## src/sv/bpsr_pkg.sv

```systemverilog
// bpsr_pkg: constants, types and register codes for the byte pattern search and replace core
// used by byte_pattern_search_replace_core; no other dependencies
package bpsr_pkg;

  // sizing
  localparam int MAX_PATTERN_BYTES = 16;
  localparam int COUNT_BITS        = 24;
  localparam int PAT_BYTES         = 16;
  localparam int WIN_BYTES         = (MAX_PATTERN_BYTES < PAT_BYTES) ? MAX_PATTERN_BYTES
                                                                      : PAT_BYTES;
  localparam int FILL_W            = $clog2(WIN_BYTES + 1);
  localparam int CNT_OUT_W         = 24;
  localparam int CFG_IDX_W         = 3;
  localparam int CFG_DATA_W        = 64;
  localparam int IN_DATA_W         = 8;
  localparam int OUT_DATA_W        = 8 + CNT_OUT_W;

  // distance since the last match saturates at this value
  localparam logic [4:0] BSM_SAT = 5'd16;

  typedef logic [7:0]            byte_t;
  typedef logic [FILL_W-1:0]     fill_t;
  typedef logic [COUNT_BITS-1:0] count_t;

  // configuration register indexes
  typedef enum logic [CFG_IDX_W-1:0] {
    REG_SEARCH_LO  = 3'd0,
    REG_SEARCH_HI  = 3'd1,
    REG_REPLACE_LO = 3'd2,
    REG_REPLACE_HI = 3'd3,
    REG_PAT_LEN    = 3'd4,
    REG_MAX_REPL   = 3'd5,
    REG_REPL_EN    = 3'd6
  } cfg_reg_t;

endpackage

```

## src/sv/byte_pattern_search_replace_core.sv

```systemverilog
// byte_pattern_search_replace_core: streaming byte pattern search, count and replace
// depends on bpsr_pkg for sizing constants, types and register codes
//
// output: a byte enters the output register as the item that pushes the window to the pattern
//   length is taken, once that register is free; the final item releases the rest of the window
// throughput: one item per cycle while results are accepted; after the final item the input
//   holds off while the window flushes, and while an owed result waits
// reset: rst_n synchronous, active low; clears window fill, counts and output valid, sets config defaults
module byte_pattern_search_replace_core (
  input  logic                                 clk,
  input  logic                                 rst_n,
  // input item stream
  input  logic                                 in_tvalid,
  output logic                                 in_tready,
  input  logic [bpsr_pkg::IN_DATA_W-1:0]       in_tdata,   // [7:0] data_byte
  input  logic                                 in_tlast,   // last_byte
  // result stream
  output logic                                 out_tvalid,
  input  logic                                 out_tready,
  output logic [bpsr_pkg::OUT_DATA_W-1:0]      out_tdata,  // [7:0] out_byte, [31:8] match_count
  output logic                                 out_tlast,  // end_of_buffer
  output logic                                 out_tuser,  // was_replaced
  // configuration writes
  input  logic                                 cfg_valid,
  output logic                                 cfg_ready,
  input  logic [bpsr_pkg::CFG_IDX_W-1:0]       cfg_index,
  input  logic [bpsr_pkg::CFG_DATA_W-1:0]      cfg_data
);
  import bpsr_pkg::*;

  // configuration registers
  byte_t       srch_r [PAT_BYTES];
  byte_t       repl_r [PAT_BYTES];
  logic [4:0]  pat_len_r;
  logic [15:0] max_repl_r;
  logic        repl_en_r;

  // window and buffer state
  byte_t  win_r   [WIN_BYTES];
  logic   mark_r  [WIN_BYTES];
  fill_t  fill_r;
  logic [4:0] bsm_r;
  count_t cnt_r;
  logic   lim_r;
  logic   drain_r;
  logic   over_r;

  byte_t  win_nxt  [WIN_BYTES];
  logic   mark_nxt [WIN_BYTES];
  fill_t  fill_nxt;
  logic [4:0] bsm_nxt;
  count_t cnt_nxt;
  logic   lim_nxt;
  logic   drain_nxt;
  logic   over_nxt;

  // output register
  logic                 out_vld_r, out_vld_nxt;
  byte_t                out_byte_r, out_byte_nxt;
  logic                 out_rep_r, out_rep_nxt;
  logic                 out_last_r, out_last_nxt;
  logic [CNT_OUT_W-1:0] out_cnt_r, out_cnt_nxt;

  // step working values
  byte_t      win_s  [WIN_BYTES];
  logic       mark_s [WIN_BYTES];
  fill_t      fill_s;
  logic [4:0] bsm_s;
  count_t     cnt_s;
  logic       lim_s;
  logic       drain_s;
  fill_t      len;
  logic       step_en;
  logic       hit;
  logic       pop;
  logic       pop_end;
  logic       active;
  logic [31:0] cnt32;

  assign cfg_ready  = 1'b1;
  assign in_tready  = !drain_r && !over_r;
  assign step_en    = in_tvalid && in_tready;
  assign out_tvalid = out_vld_r;
  assign out_tdata  = {out_cnt_r, out_byte_r};
  assign out_tlast  = out_last_r;
  assign out_tuser  = out_rep_r;

  // effective pattern length, clamped to 1..window size
  always_comb begin
    if (pat_len_r == 5'd0) begin
      len = FILL_W'(1);
    end else if (32'(pat_len_r) > WIN_BYTES) begin
      len = FILL_W'(WIN_BYTES);
    end else begin
      len = FILL_W'(pat_len_r);
    end
  end

  // append, compare, replace, then release the window front
  always_comb begin
    win_s   = win_r;
    mark_s  = mark_r;
    fill_s  = fill_r;
    bsm_s   = bsm_r;
    cnt_s   = cnt_r;
    lim_s   = lim_r;
    drain_s = drain_r;
    hit     = 1'b0;

    if (step_en) begin
      for (int i = 0; i < WIN_BYTES; i++) begin
        if (FILL_W'(i) == fill_r) begin
          win_s[i]  = in_tdata[7:0];
          mark_s[i] = 1'b0;
        end
      end
      fill_s = fill_r + FILL_W'(1);
      if (bsm_r < BSM_SAT) begin
        bsm_s = bsm_r + 5'd1;
      end

      if (!lim_r && fill_s >= len && bsm_s >= 5'(len)) begin
        hit = 1'b1;
        for (int i = 0; i < WIN_BYTES; i++) begin
          if (FILL_W'(i) < len && win_s[i] != srch_r[i]) begin
            hit = 1'b0;
          end
        end
      end

      if (hit) begin
        if (cnt_r != '1) begin
          cnt_s = cnt_r + COUNT_BITS'(1);
        end
        if (repl_en_r) begin
          for (int i = 0; i < WIN_BYTES; i++) begin
            if (FILL_W'(i) < len) begin
              win_s[i]  = repl_r[i];
              mark_s[i] = 1'b1;
            end
          end
        end
        bsm_s = 5'd0;
        if (max_repl_r != 16'd0 && 32'(cnt_s) >= 32'(max_repl_r)) begin
          lim_s = 1'b1;
        end
      end

      if (in_tlast) begin
        drain_s = 1'b1;
      end
    end

    // results leave only when a step owes them
    active  = step_en || over_r || drain_r;
    pop     = active && (drain_s || fill_s >= len) && (fill_s != '0)
              && (!out_vld_r || out_tready);
    pop_end = pop && drain_s && (fill_s == FILL_W'(1));

    win_nxt   = win_s;
    mark_nxt  = mark_s;
    fill_nxt  = fill_s;
    bsm_nxt   = bsm_s;
    cnt_nxt   = cnt_s;
    lim_nxt   = lim_s;
    drain_nxt = drain_s;

    // saturate the count to the output width
    cnt32 = 32'(cnt_s);

    out_vld_nxt  = out_vld_r && !out_tready;
    out_byte_nxt = out_byte_r;
    out_rep_nxt  = out_rep_r;
    out_last_nxt = out_last_r;
    out_cnt_nxt  = out_cnt_r;

    if (pop) begin
      out_vld_nxt  = 1'b1;
      out_byte_nxt = win_s[0];
      out_rep_nxt  = mark_s[0];
      out_last_nxt = pop_end;
      if (pop_end) begin
        out_cnt_nxt = (cnt32 > 32'h00FF_FFFF) ? '1 : cnt32[CNT_OUT_W-1:0];
      end else begin
        out_cnt_nxt = '0;
      end
      for (int i = 0; i < WIN_BYTES - 1; i++) begin
        win_nxt[i]  = win_s[i+1];
        mark_nxt[i] = mark_s[i+1];
      end
      fill_nxt = fill_s - FILL_W'(1);
    end

    // end of buffer: back to the empty state
    if (pop_end) begin
      fill_nxt  = '0;
      bsm_nxt   = BSM_SAT;
      cnt_nxt   = '0;
      lim_nxt   = 1'b0;
      drain_nxt = 1'b0;
    end

    // results still owed by a non-final step
    over_nxt = (step_en || over_r) && !drain_nxt && (fill_nxt >= len) && (fill_nxt != '0);
  end

  // control state
  always_ff @(posedge clk) begin
    if (!rst_n) begin
      fill_r    <= '0;
      bsm_r     <= BSM_SAT;
      cnt_r     <= '0;
      lim_r     <= 1'b0;
      drain_r   <= 1'b0;
      over_r    <= 1'b0;
      out_vld_r <= 1'b0;
    end else begin
      fill_r    <= fill_nxt;
      bsm_r     <= bsm_nxt;
      cnt_r     <= cnt_nxt;
      lim_r     <= lim_nxt;
      drain_r   <= drain_nxt;
      over_r    <= over_nxt;
      out_vld_r <= out_vld_nxt;
    end
  end

  // window and result payload
  always_ff @(posedge clk) begin
    win_r      <= win_nxt;
    mark_r     <= mark_nxt;
    out_byte_r <= out_byte_nxt;
    out_rep_r  <= out_rep_nxt;
    out_last_r <= out_last_nxt;
    out_cnt_r  <= out_cnt_nxt;
  end

  // configuration register writes
  always_ff @(posedge clk) begin
    if (!rst_n) begin
      for (int i = 0; i < PAT_BYTES; i++) begin
        srch_r[i] <= '0;
        repl_r[i] <= '0;
      end
      pat_len_r  <= 5'd1;
      max_repl_r <= '0;
      repl_en_r  <= 1'b1;
    end else if (cfg_valid && cfg_ready) begin
      unique case (cfg_index)
        REG_SEARCH_LO: begin
          for (int i = 0; i < 8; i++) srch_r[i] <= cfg_data[8*i +: 8];
        end
        REG_SEARCH_HI: begin
          for (int i = 0; i < 8; i++) srch_r[i+8] <= cfg_data[8*i +: 8];
        end
        REG_REPLACE_LO: begin
          for (int i = 0; i < 8; i++) repl_r[i] <= cfg_data[8*i +: 8];
        end
        REG_REPLACE_HI: begin
          for (int i = 0; i < 8; i++) repl_r[i+8] <= cfg_data[8*i +: 8];
        end
        REG_PAT_LEN:  pat_len_r  <= cfg_data[4:0];
        REG_MAX_REPL: max_repl_r <= cfg_data[15:0];
        REG_REPL_EN:  repl_en_r  <= cfg_data[0];
        default: ;
      endcase
    end
  end

endmodule
```

## config.mk

```make
export PLATFORM = sky130hd
export DESIGN_NAME = byte_pattern_search_replace_core
export DESIGN_NICKNAME = d
export VERILOG_FILES = /design/src/sv/bpsr_pkg.sv /design/src/sv/byte_pattern_search_replace_core.sv
export SDC_FILE = /design/constraint.sdc
export NUM_CORES = 1
export LEC_CHECK = 0
export BUFFER_PORTS_ARGS = -buffer_cell sky130_fd_sc_hd__buf_2
export CAP_MARGIN = 20
export CORE_MARGIN = 3
export CORE_UTILIZATION = 50
export CTS_CLUSTER_SIZE = 20
export DETAILED_ROUTE_END_ITERATION = 6
export GPL_TIMING_DRIVEN = 0
export HOLD_SLACK_MARGIN = 0.05
export MAX_ROUTING_LAYER = met4
export PLACE_DENSITY = 0.67
export SLEW_MARGIN = 20
export SYNTH_ARGS = -nofsm -noshare
export SYNTH_HDL_FRONTEND = slang
export SYNTH_SLANG_ARGS = --single-unit
```

## constraint.sdc

```tcl
create_clock -name clk -period 15.4 [get_ports clk]
set_input_delay 0.77 -clock clk [delete_from_list [all_inputs] [get_ports clk]]
set_output_delay 0.77 -clock clk [all_outputs]
set_load 0.01 [all_outputs]
```

==> summary.md, run 1 <==
Among cell families on the critical path, the largest total delay comes from buffers and inverters. Buffers placed on the I/O ports in this run total 109. In this run the worst path has a maximum fanout of 10. For the HPWL after detailed placement, the log shows 88,700 um. Across all hold checks on the routed design, the worst slack comes to 456 ps. The detail-routed net length per standard cell is 31.7 um, and the aggregate global routing overflow is 0. The tools report the max-capacitance violation count as 0.

The number of enable flip-flop cells after synthesis is 290, and the maximum clock skew at final layout is 28.0 ps. Yosys instantiated no cell more often than sky130_fd_sc_hd__nor2_1. Setup repair after global routing left no endpoint under its margin.

The share of total power in the clock network was 0.282. The later pin in the worst-skew pair is clocked with a latency of 650 ps. For the switching component of the power, the log shows 1.92 mW. Ratio of cells with drive above 1 in the final layout: 0.0984.

The worst hold path class was flip-flop to flip-flop. The tools report the peak ir drop on the vdd network as 0.0982 mV. TritonCTS built the clock tree. The logs give 0 for the number of nets with antenna violations after detailed routing and 15,880 ps for the worst endpoint required time. Count of boundary I/O pins: 118.

Minimum setup slack in the final design: 7940 ps. Flip-flop cell with the highest count after synthesis: sky130_fd_sc_hd__edfxtp_1. The Yosys step of the flow raised 0 warnings. Derived from the worst setup path, the maximum achievable clock frequency is 134 MHz. Counting every sink on the clock net gives 494.

The run finished, with violations left. The first detailed-routing pass ran for 7 iterations. For this block, the initial DRC count from the detailed router was 3,975. Setup violations remaining at the end of the flow were counted as 0. The async set-or-reset flop fraction in the synthesized netlist came out at 0.

The relative contribution of sequential cells to total power was 0.361; the cell area power density was 162 nW/um^2. Synthesis instantiated 80 different standard cells from the library. Measured along the y axis, the die boundary spans 238 um.

Number of hold violations in the final report: 0. Mean number of vias per cell: 6.65. Overall routing resource usage: 0.425.

Entering global routing, the biggest net connects 42 pins. The delay of the slowest critical-path stage came out at 960 ps. The worst setup path is captured at a flip-flop. The routed layout has 24,989 vias.

The number of remaining DRC errors is 1. Total power for the finished layout comes to 4.92 mW. A synthesized cell averages 9.45 um^2.

The cell that appears most often on the critical path is sky130_fd_sc_hd__clkbuf_1. In this run the standard cell core region covers 52,800 um^2. The final setup TNS was 0 ps. Traced cell by cell, the critical path runs through clkbuf_1 -> buf_1 -> and3_1 -> ha_1 -> clkbuf_1 -> clkbuf_1 -> mux2i_1 -> xor2_1 -> nand4_1 -> o21ai_0 -> o21ai_0 -> nor4b_1 -> and4_1 -> clkbuf_2 -> buf_4 -> buf_2 -> a21oi_1 -> a221oi_1 -> a22oi_1.

In the synthesized netlist, the cells that appear most often are 313 x sky130_fd_sc_hd__nor2_1, 290 x sky130_fd_sc_hd__edfxtp_1, 262 x sky130_fd_sc_hd__a21oi_1. The worst slew slack as a fraction of its limit is 0.144. Once placement finished, the instance area stood at 28,500 um^2. The logs give 0.358 for the combinational share of power and 54 for the CTS buffer count. The tools report the number of antenna violations at the first check in global routing as 8.

The number of buffers added to fix hold violations after cts was 0; the fraction of power spent switching nets was 0.391. The run gives 167,000 um as the first-pass GRT wire length. At the end of the flow, the number of nets in the layout was 3,139.

At the pin with the least slew margin, the transition time is 1280 ps. The number of storage elements in the synthesis netlist came out at 494. The count of buffer and inverter cells on the critical path is 7. The internal portion of total power came out at 3.00 mW. Sequential cell area fraction in the yosys report: 0.477. The checks that failed: DRC. The area fraction of the dominant cell type after synthesis was 0.325; the clock-pin slew reported for the worst setup and hold paths after clock tree synthesis was 70 ps.

The final critical-path share of the clock period is 0.484. Yosys attributes the largest share of cell area to sky130_fd_sc_hd__edfxtp_1 32%, sky130_fd_sc_hd__dfxtp_1 15%, sky130_fd_sc_hd__a21oi_1 4.9%, sky130_fd_sc_hd__nor2_1 4.4%, sky130_fd_sc_hd__mux2i_1 4.0%. The die covers 56,400 um^2. From left edge to right edge, the die measures 238 um. The quantity of gates resized following cts came out at 0. The instance count of the mapped netlist is 2,836. The clock passes through at most 3 buffers. For the number of max-slew violations in the final report, the log shows 0. The finished cells cover 30,400 um^2. For the number of global-route vias before repair, the log shows 23,137. STA puts the critical path data arrival time at 7940 ps. Row generation in the floorplan step produced 84 rows. Buffers added to address setup during post-CTS repair amount to 0.

The post-synthesis to final-layout area growth was 13.4%. Counting every net in the synthesized netlist gives 2,962. The critical path is of the flip-flop to flip-flop type.

The launching element type of the critical path was a flip-flop. Subtracting the final worst setup slack from the clock period gives 7460 ps. The filler cells instantiated in the layout total 4,691. Timing analysis after detailed placement gives a worst setup slack of 8100 ps. Wires add up to 119,000 um. The starting density of the core came out at 0.508. The leading area contributor after synthesis was sky130_fd_sc_hd__edfxtp_1. Critical path's slowest cell: sky130_fd_sc_hd__a221oi_1. The post-synthesis instance area is 26,800 um^2.

The depth of the CTS H-tree was 2; the static leakage was 11.6 nW. The clock root buffer master was sky130_fd_sc_hd__clkbuf_16. The placer's final routability congestion estimate is 1.05.
-- state kept, by name, summed over array words and instances (netlist names), 5 cells and up --
register / flops
srch_r: 128
cnt_r: 24
pat_len_r: 5
out_cnt_r: 24
max_repl_r: 16
win_r: 128
out_byte_r: 8
bsm_r: 5
mark_r: 16
fill_r: 5
repl_r: 128
-- placed cells by master, fill, tap and decap left out, drive strengths merged, types with 12 or more instances in the layout --
cell type  netlist  routed
a21o            21      21
clkinv           6      22
nor4            43      43
buf             32     152
clkbuf         181     258
inv            153     153
a221oi          80      80
a31oi           27      27
edfxtp         290     290
nand3           44      44
a211oi          26      26
nor3            47      47
and2            60      60
o21ai           52      52
o21a            15      15
a311oi          19      19
xnor2          105     105
o22ai           25      25
nand4           52      52
nand2b          14      14
a211o           12      12
nand2          256     256
ha              45      45
mux2i          106     106
xor2            72      72
a22oi           50      50
a21oi          262     262
dfxtp          204     204
nor2           313     313
and3            55      55
a222oi          13      13
-- metrics by stage --
step	util	cells
6_report	0.576	3758
3_5_place_dp	0.540	3643
3_3_place_gp	0.535	3633
4_1_cts	0.575	3745
5_1_grt	0.576	3756
2_1_floorplan	-	2836
-- layer usage --
| metal | share of wire | global-route usage |
|---|---|---|
| met1 | 0.39 | 0.559 |
| met2 | 0.42 | 0.602 |
| met3 | 0.12 | 0.108 |
| met4 | 0.069 | 0.236 |
| met5 | 0 | - |
-- power groups by stage --
stage / clock [mW] / combinational, mW / sequential, mW
finish: 1.39 / 1.76 / 1.77
global route: 1.44 / 1.82 / 1.79
CTS: 1.38 / 1.68 / 1.77
detailed placement: 0 / 1.67 / 1.79
global placement: 0 / 1.62 / 1.80
floorplan: 0 / 0.999 / 1.78
-- worst register-to-register path, cell delays in order, from the launching register on --
cell and delay [ps]:
sky130_fd_sc_hd__dfxtp_1 420, sky130_fd_sc_hd__clkbuf_1 350, sky130_fd_sc_hd__buf_1 430, sky130_fd_sc_hd__and3_1 250, sky130_fd_sc_hd__ha_1 140, sky130_fd_sc_hd__clkbuf_1 450, sky130_fd_sc_hd__clkbuf_1 480, sky130_fd_sc_hd__mux2i_1 280
sky130_fd_sc_hd__xor2_1 240, sky130_fd_sc_hd__nand4_1 130, sky130_fd_sc_hd__o21ai_0 740, sky130_fd_sc_hd__o21ai_0 430, sky130_fd_sc_hd__nor4b_1 550, sky130_fd_sc_hd__and4_1 260, sky130_fd_sc_hd__clkbuf_2 240, sky130_fd_sc_hd__buf_4 290
sky130_fd_sc_hd__buf_2 320, sky130_fd_sc_hd__a21oi_1 120, sky130_fd_sc_hd__a221oi_1 960, sky130_fd_sc_hd__a22oi_1 220
-- layout make-up --
type,instances,area [um^2],share of cell area
Tap cell,688,861,0.0283
Clock buffer,76,1540,0.0506
Timing Repair Buffer,121,772,0.0254
Inverter,159,597,0.0196
Buffer,213,861,0.0283
Clock inverter,26,323,0.0106
Antenna cell,11,27.5,0.000906
Multi-Input combinational cell,1970,12600,0.415
Sequential cell,494,12800,0.421
-- logic make-up after synthesis --
group | Yosys count | share of synthesized area
AOI/OAI and AO/OA | 691 | 0.176
buffers and inverters | 372 | 0.0534
DFF | 494 | 0.477
adders and majority gates | 45 | 0.0210
muxes | 111 | 0.0417
xor gates and xnor gates | 177 | 0.0579
and+or+nand+nor | 945 | 0.173
other | 1 | 0.000140
-- final timing paths --
check | startpoint | to | slack (ps) | cells after the start
min reg2reg | mark_r[0] | mark_r[0] | 460 | 2
min | mark_r[0] | mark_r[0] | 460 | 2
max reg2reg | fill_r[2] | win_r[68] | 7940 | 19
max | fill_r[2] | win_r[68] | 7940 | 19
Note: power is estimated with default switching activity, not from simulation.
==> inputs of run 2 (changes only) <==
--- a/config.mk
+++ b/config.mk
@@ -5,6 +5,7 @@
 export SDC_FILE = /design/constraint.sdc
 export NUM_CORES = 1
 export LEC_CHECK = 0
+export ABC_AREA = 1
 export BUFFER_PORTS_ARGS = -buffer_cell sky130_fd_sc_hd__buf_2
 export CAP_MARGIN = 20
 export CORE_MARGIN = 3
==> constraint.sdc (replaced) <==
create_clock -name clk -period 6.97 [get_ports clk]
set_input_delay 0.3485 -clock clk [delete_from_list [all_inputs] [get_ports clk]]
set_output_delay 0.3485 -clock clk [all_outputs]
set_load 0.01 [all_outputs]
==> run 2 against run 1 <==
The run now ends clean. Non-clock buffer count shrank 48. Combinational power grew 140%. Total power grew 130%. Largest cell class unchanged. Final cell count grew 32%.
==> summary.md, run 2 <==
The fraction of power spent switching nets came out at 0.410 (+0.0195). For the max-capacitance violation count, the log shows 0 (unchanged). The tools report the sequential cell area fraction in the yosys report as 0.463 (-0.0145). The most critical setup path has its startpoint at fill_r[0].

Data arrival time of the critical path: 5450 ps (-2490 ps). The library cells used most frequently in the layout, excluding fill and tap cells, are 1,850 x sky130_fd_sc_hd__nand2_1, 423 x sky130_fd_sc_hd__inv_1, 343 x sky130_fd_sc_hd__nor2_1, 290 x sky130_fd_sc_hd__edfxtp_1, 209 x sky130_fd_sc_hd__a21oi_1. Counting instances in the post-synthesis netlist gives the leading cell types as 1,851 x sky130_fd_sc_hd__nand2_1, 423 x sky130_fd_sc_hd__inv_1, 343 x sky130_fd_sc_hd__nor2_1.

Count of buffer and inverter cells on the critical path: 7 (unchanged). In the post-synthesis netlist, the biggest area contributors are sky130_fd_sc_hd__edfxtp_1 32%, sky130_fd_sc_hd__nand2_1 25%, sky130_fd_sc_hd__dfxtp_1 15%, sky130_fd_sc_hd__inv_1 5.7%, sky130_fd_sc_hd__nor2_1 4.7%. Share of total power in the clock network: 0.268 (-0.014).

In the post-synthesis netlist, the cell with the most instances is sky130_fd_sc_hd__nand2_1. The switching component of the power was 4.55 mW (+140%); the number of storage elements in the synthesis netlist was 494 (unchanged). For the overall power after layout, the log shows 11.1 mW (+130%). The logs give 0.239 (+0.0948) for the worst slew slack as a fraction of its limit and 23,838 (+3.0%) for the number of global-route vias before repair. The vias after detailed routing is 26,773 (+7.1%), and the final critical-path share of the clock period is 0.709 (+0.224). Clock-pin slew reported for the worst setup and hold paths after clock tree synthesis: 60 ps (about the same).

Setup repair after global routing left no endpoint under its margin. The number of cell rows is 85 (+1.2%). The area of the core region came out at 54,200 um^2 (+2.8%). The run gives 630 ps (-20 ps) as the clock latency on the worst-skew pair. The number of enable flip-flop cells after synthesis was 290 (unchanged). The number of max-slew violations in the final report is 0 (unchanged). The tools report the static leakage as 15.6 nW (+34%). The worst setup path is captured at a flip-flop. The run gives 0 (-1) as the number of remaining DRC errors.

The tools report the final instance area as 31,300 um^2 (+2.9%). The synthesized netlist net count came out at 4,152 (+40%). The starting density of the core is 0.510 (+0.00165). For the number of antenna violations at the first check in global routing, the log shows 5 (-3). The number of buffers added for setup after CTS is 0 (unchanged), and the DRC violation total after the first TritonRoute iteration is 3,017 (-24%). Delay of the slowest critical-path stage: 550 ps (-410 ps). The final net count was 4,339 (+38%); the number of distinct library cells after synthesis was 34 (-57%).

The run gives 5,366 (+14%) as the number of fill cells in the layout. The leading area contributor after synthesis is sky130_fd_sc_hd__edfxtp_1. For the cell area reported after detailed placement, the log shows 29,400 um^2 (+3.3%).

The path with the worst hold slack has its endpoint at srch_r[1][35]. The cell repeated most along the worst path was sky130_fd_sc_hd__inv_1. The count of boundary I/O pins is 118 (unchanged). The first-pass GRT wire length came out at 146,000 um (-13%). The library cell used most frequently in the layout, excluding fill and tap cells, is sky130_fd_sc_hd__nand2_1. The vertical extent of the die works out to 241 um (+1.5%). Minimum setup slack in the final design: 2030 ps (-5910 ps). The tools report the post-synthesis instance area as 27,600 um^2 (+3.1%). The detail-routed net length per standard cell came out at 20.0 um (-37%). The ratio of cells with drive above 1 in the final layout came out at 0.0683 (-0.0301). The area taken by flip-flops and latches was 12,800 um^2 (unchanged). Relative to the synthesized area, the layout overhead comes to 13.2%. The number of hold violations in the final report was 0 (unchanged); the per-instance average area after synthesis was 6.86 um^2 (-27%). The async set-or-reset flop fraction in the synthesized netlist was 0 (unchanged); the core utilization of the finished layout was 0.577 (about the same). The logs give 12,600 um^2 (-0.23%) for the area of the multi-input gates and 2030 ps (-5910 ps) for the reg2reg setup slack.

The run gives 0 (unchanged) as the number of nets with antenna violations after detailed routing. The run gives 6 (-1) as the iteration count of the initial detailed-routing pass. The family of cells with the greatest summed delay on the critical path is compound AO/OA/AOI/OAI gates. The area fraction of the dominant cell type after synthesis was 0.315 (-0.00989); the internal portion of total power was 6.55 mW (+120%). The detailed-route wire length came out at 99,300 um (-17%). The tools report the peak ir drop on the vdd network as 0.365 mV (+270%). On the critical path, the stage with the largest delay is an instance of sky130_fd_sc_hd__clkbuf_2.

The flow ran to the end, and the final reports show no timing, DRC or antenna violations. Relative contribution of sequential cells to total power: 0.348 (-0.013). Maximum clock skew at final layout: 26.1 ps (-1.92 ps). The number of buffer cells added on primary ports came out at 113 (+3.7%).

The tools report the clock sink count as 494 (unchanged). STA classifies the critical path startpoint as a flip-flop. The count of cell instances traversed by the critical path was 26 (+7). The final setup TNS was 0 ps (unchanged).

The number of cells traversed by the worst register-to-register path is 26 (+7). The logs give 0 (unchanged) for the number of warnings issued by yosys and 3 (unchanged) for the maximum clock path buffer count. The logs give 7480 ps (-8400 ps) for the worst endpoint required time and 58,100 um^2 (+3.1%) for the die footprint. The worst setup path category was flip-flop to flip-flop. The placer's final routability congestion estimate is 1.00 (-4.4%). The run gives 0.349 (-0.0769) as the overall routing resource usage. The tools report the worst flop-to-flop path endpoint as over_r. The worst-path maximum fanout works out to 10 (unchanged). For the aggregate global routing overflow, the log shows 0 (unchanged). The HPWL after detailed placement is 73,600 um (-17%), and the post-route minimum period is 4940 ps (-2520 ps). For the maximum number of pins on one net before global-route repair, the log shows 34 (-19%).

The worst hold path belongs to the class input pin to flip-flop. The quantity of gates resized following cts was 0 (unchanged); the number of cells on the worst hold path was 3 (+1). The mean number of vias per cell was 5.40 (-19%). The clock root buffer master was sky130_fd_sc_hd__clkbuf_16. The instance count of the mapped netlist was 4,026 (+42%). The measured slew at the worst slew-check pin is 1140 ps (-142 ps), and the maximum achievable frequency is 202 MHz (+51%). The largest registers in the layout are repl_r x128, srch_r x128, win_r x128. The horizontal die dimension was 241 um (+1.5%); the CTS buffer count was 53 (-1.9%). The number of endpoints failing setup at the final stage came out at 0 (unchanged). TritonCTS built the clock tree. The cell area power density works out to 355 nW/um^2 (+120%).

Among all flip-flop cells after synthesis, the most frequent one is sky130_fd_sc_hd__edfxtp_1. The logs give 2010 ps (-6080 ps) for the minimum setup slack after placement and 2 (unchanged) for the depth of the CTS H-tree. The worst hold path startpoint is cfg_data[35].

The tools report the combinational share of power as 0.384 (+0.026). The worst register-to-register path begins at fill_r[0].
[run 2: cell count changes after synthesis, moves of 39 or more]
cell,previous run,this run
sky130_fd_sc_hd__and3_1,55,0
sky130_fd_sc_hd__nand3_1,44,208
sky130_fd_sc_hd__o21ai_0,51,90
sky130_fd_sc_hd__xor2_1,72,16
sky130_fd_sc_hd__xnor2_1,105,10
sky130_fd_sc_hd__mux2i_1,106,0
sky130_fd_sc_hd__nand2_1,256,1851
sky130_fd_sc_hd__a221oi_1,66,0
sky130_fd_sc_hd__inv_1,153,423
sky130_fd_sc_hd__a21oi_1,262,209
sky130_fd_sc_hd__a22oi_1,50,0
sky130_fd_sc_hd__clkbuf_1,180,109
sky130_fd_sc_hd__and2_1,60,0
[run 2: worst max-delay path by stage]
stage,to
floorplan,repl_r[1][0]
detailed placement,win_r[63]
global route,over_r
CTS,over_r
global placement,srch_r[1][32]
finish,over_r
[run 2: logic make-up after synthesis]
kind of cell    after synthesis  synth area share
flops                       494             0.463
buf+inv                     597            0.0829
compound gates              314            0.0580
fa+ha+maj                    45            0.0204
other cells                   1          0.000136
simple gates               2549             0.368
xor+xnor                     26           0.00824
[run 2: repair_timing]
action | CTS | global route
hold buffers | 5 | 0
hold endpoints to repair | 4 | 0
endpoints found under the setup margin | 0 | 0
[run 2: cell type report]
cell class | instances | area share
plain buffers | 154 | 0.0205
diodes | 5 | 0.000400
repair buffers | 132 | 0.0288
clock inverters | 25 | 0.00916
flip-flops and latches | 494 | 0.409
clock buffers | 75 | 0.0484
multi-input cells | 2935 | 0.403
well taps | 696 | 0.0278
inverters | 443 | 0.0532
[run 2: layer usage]
metal	up-vias	wire length, um	GRT usage
li1	13029	-	-
met1	12244	42700	0.481
met2	1287	42700	0.513
met3	213	9730	0.0559
met4	0	4190	0.142
met5	-	0	-
[run 2: power by group through the flow]
stage               registers (mW)  logic (mW)  clock network [mW]
floorplan                     3.94        2.71                   0
global placement              3.93        4.07                   0
CTS                           3.85        4.17                2.99
finish                        3.86        4.27                2.97
global route                  3.90        4.74                3.10
detailed placement            3.90        4.15                   0
[run 2: tightest hold or removal path, stage by stage]
cell and delay, ps:
sky130_fd_sc_hd__buf_2 70, sky130_fd_sc_hd__nand2_1 90, sky130_fd_sc_hd__inv_1 80
[run 2: metrics by stage]
stage	instances	hold slack, ps
floorplan	4026	436
global placement	4835	463
detailed placement	4849	463
CTS	4954	53.1
global route	4958	91.3
finish	4959	72.8
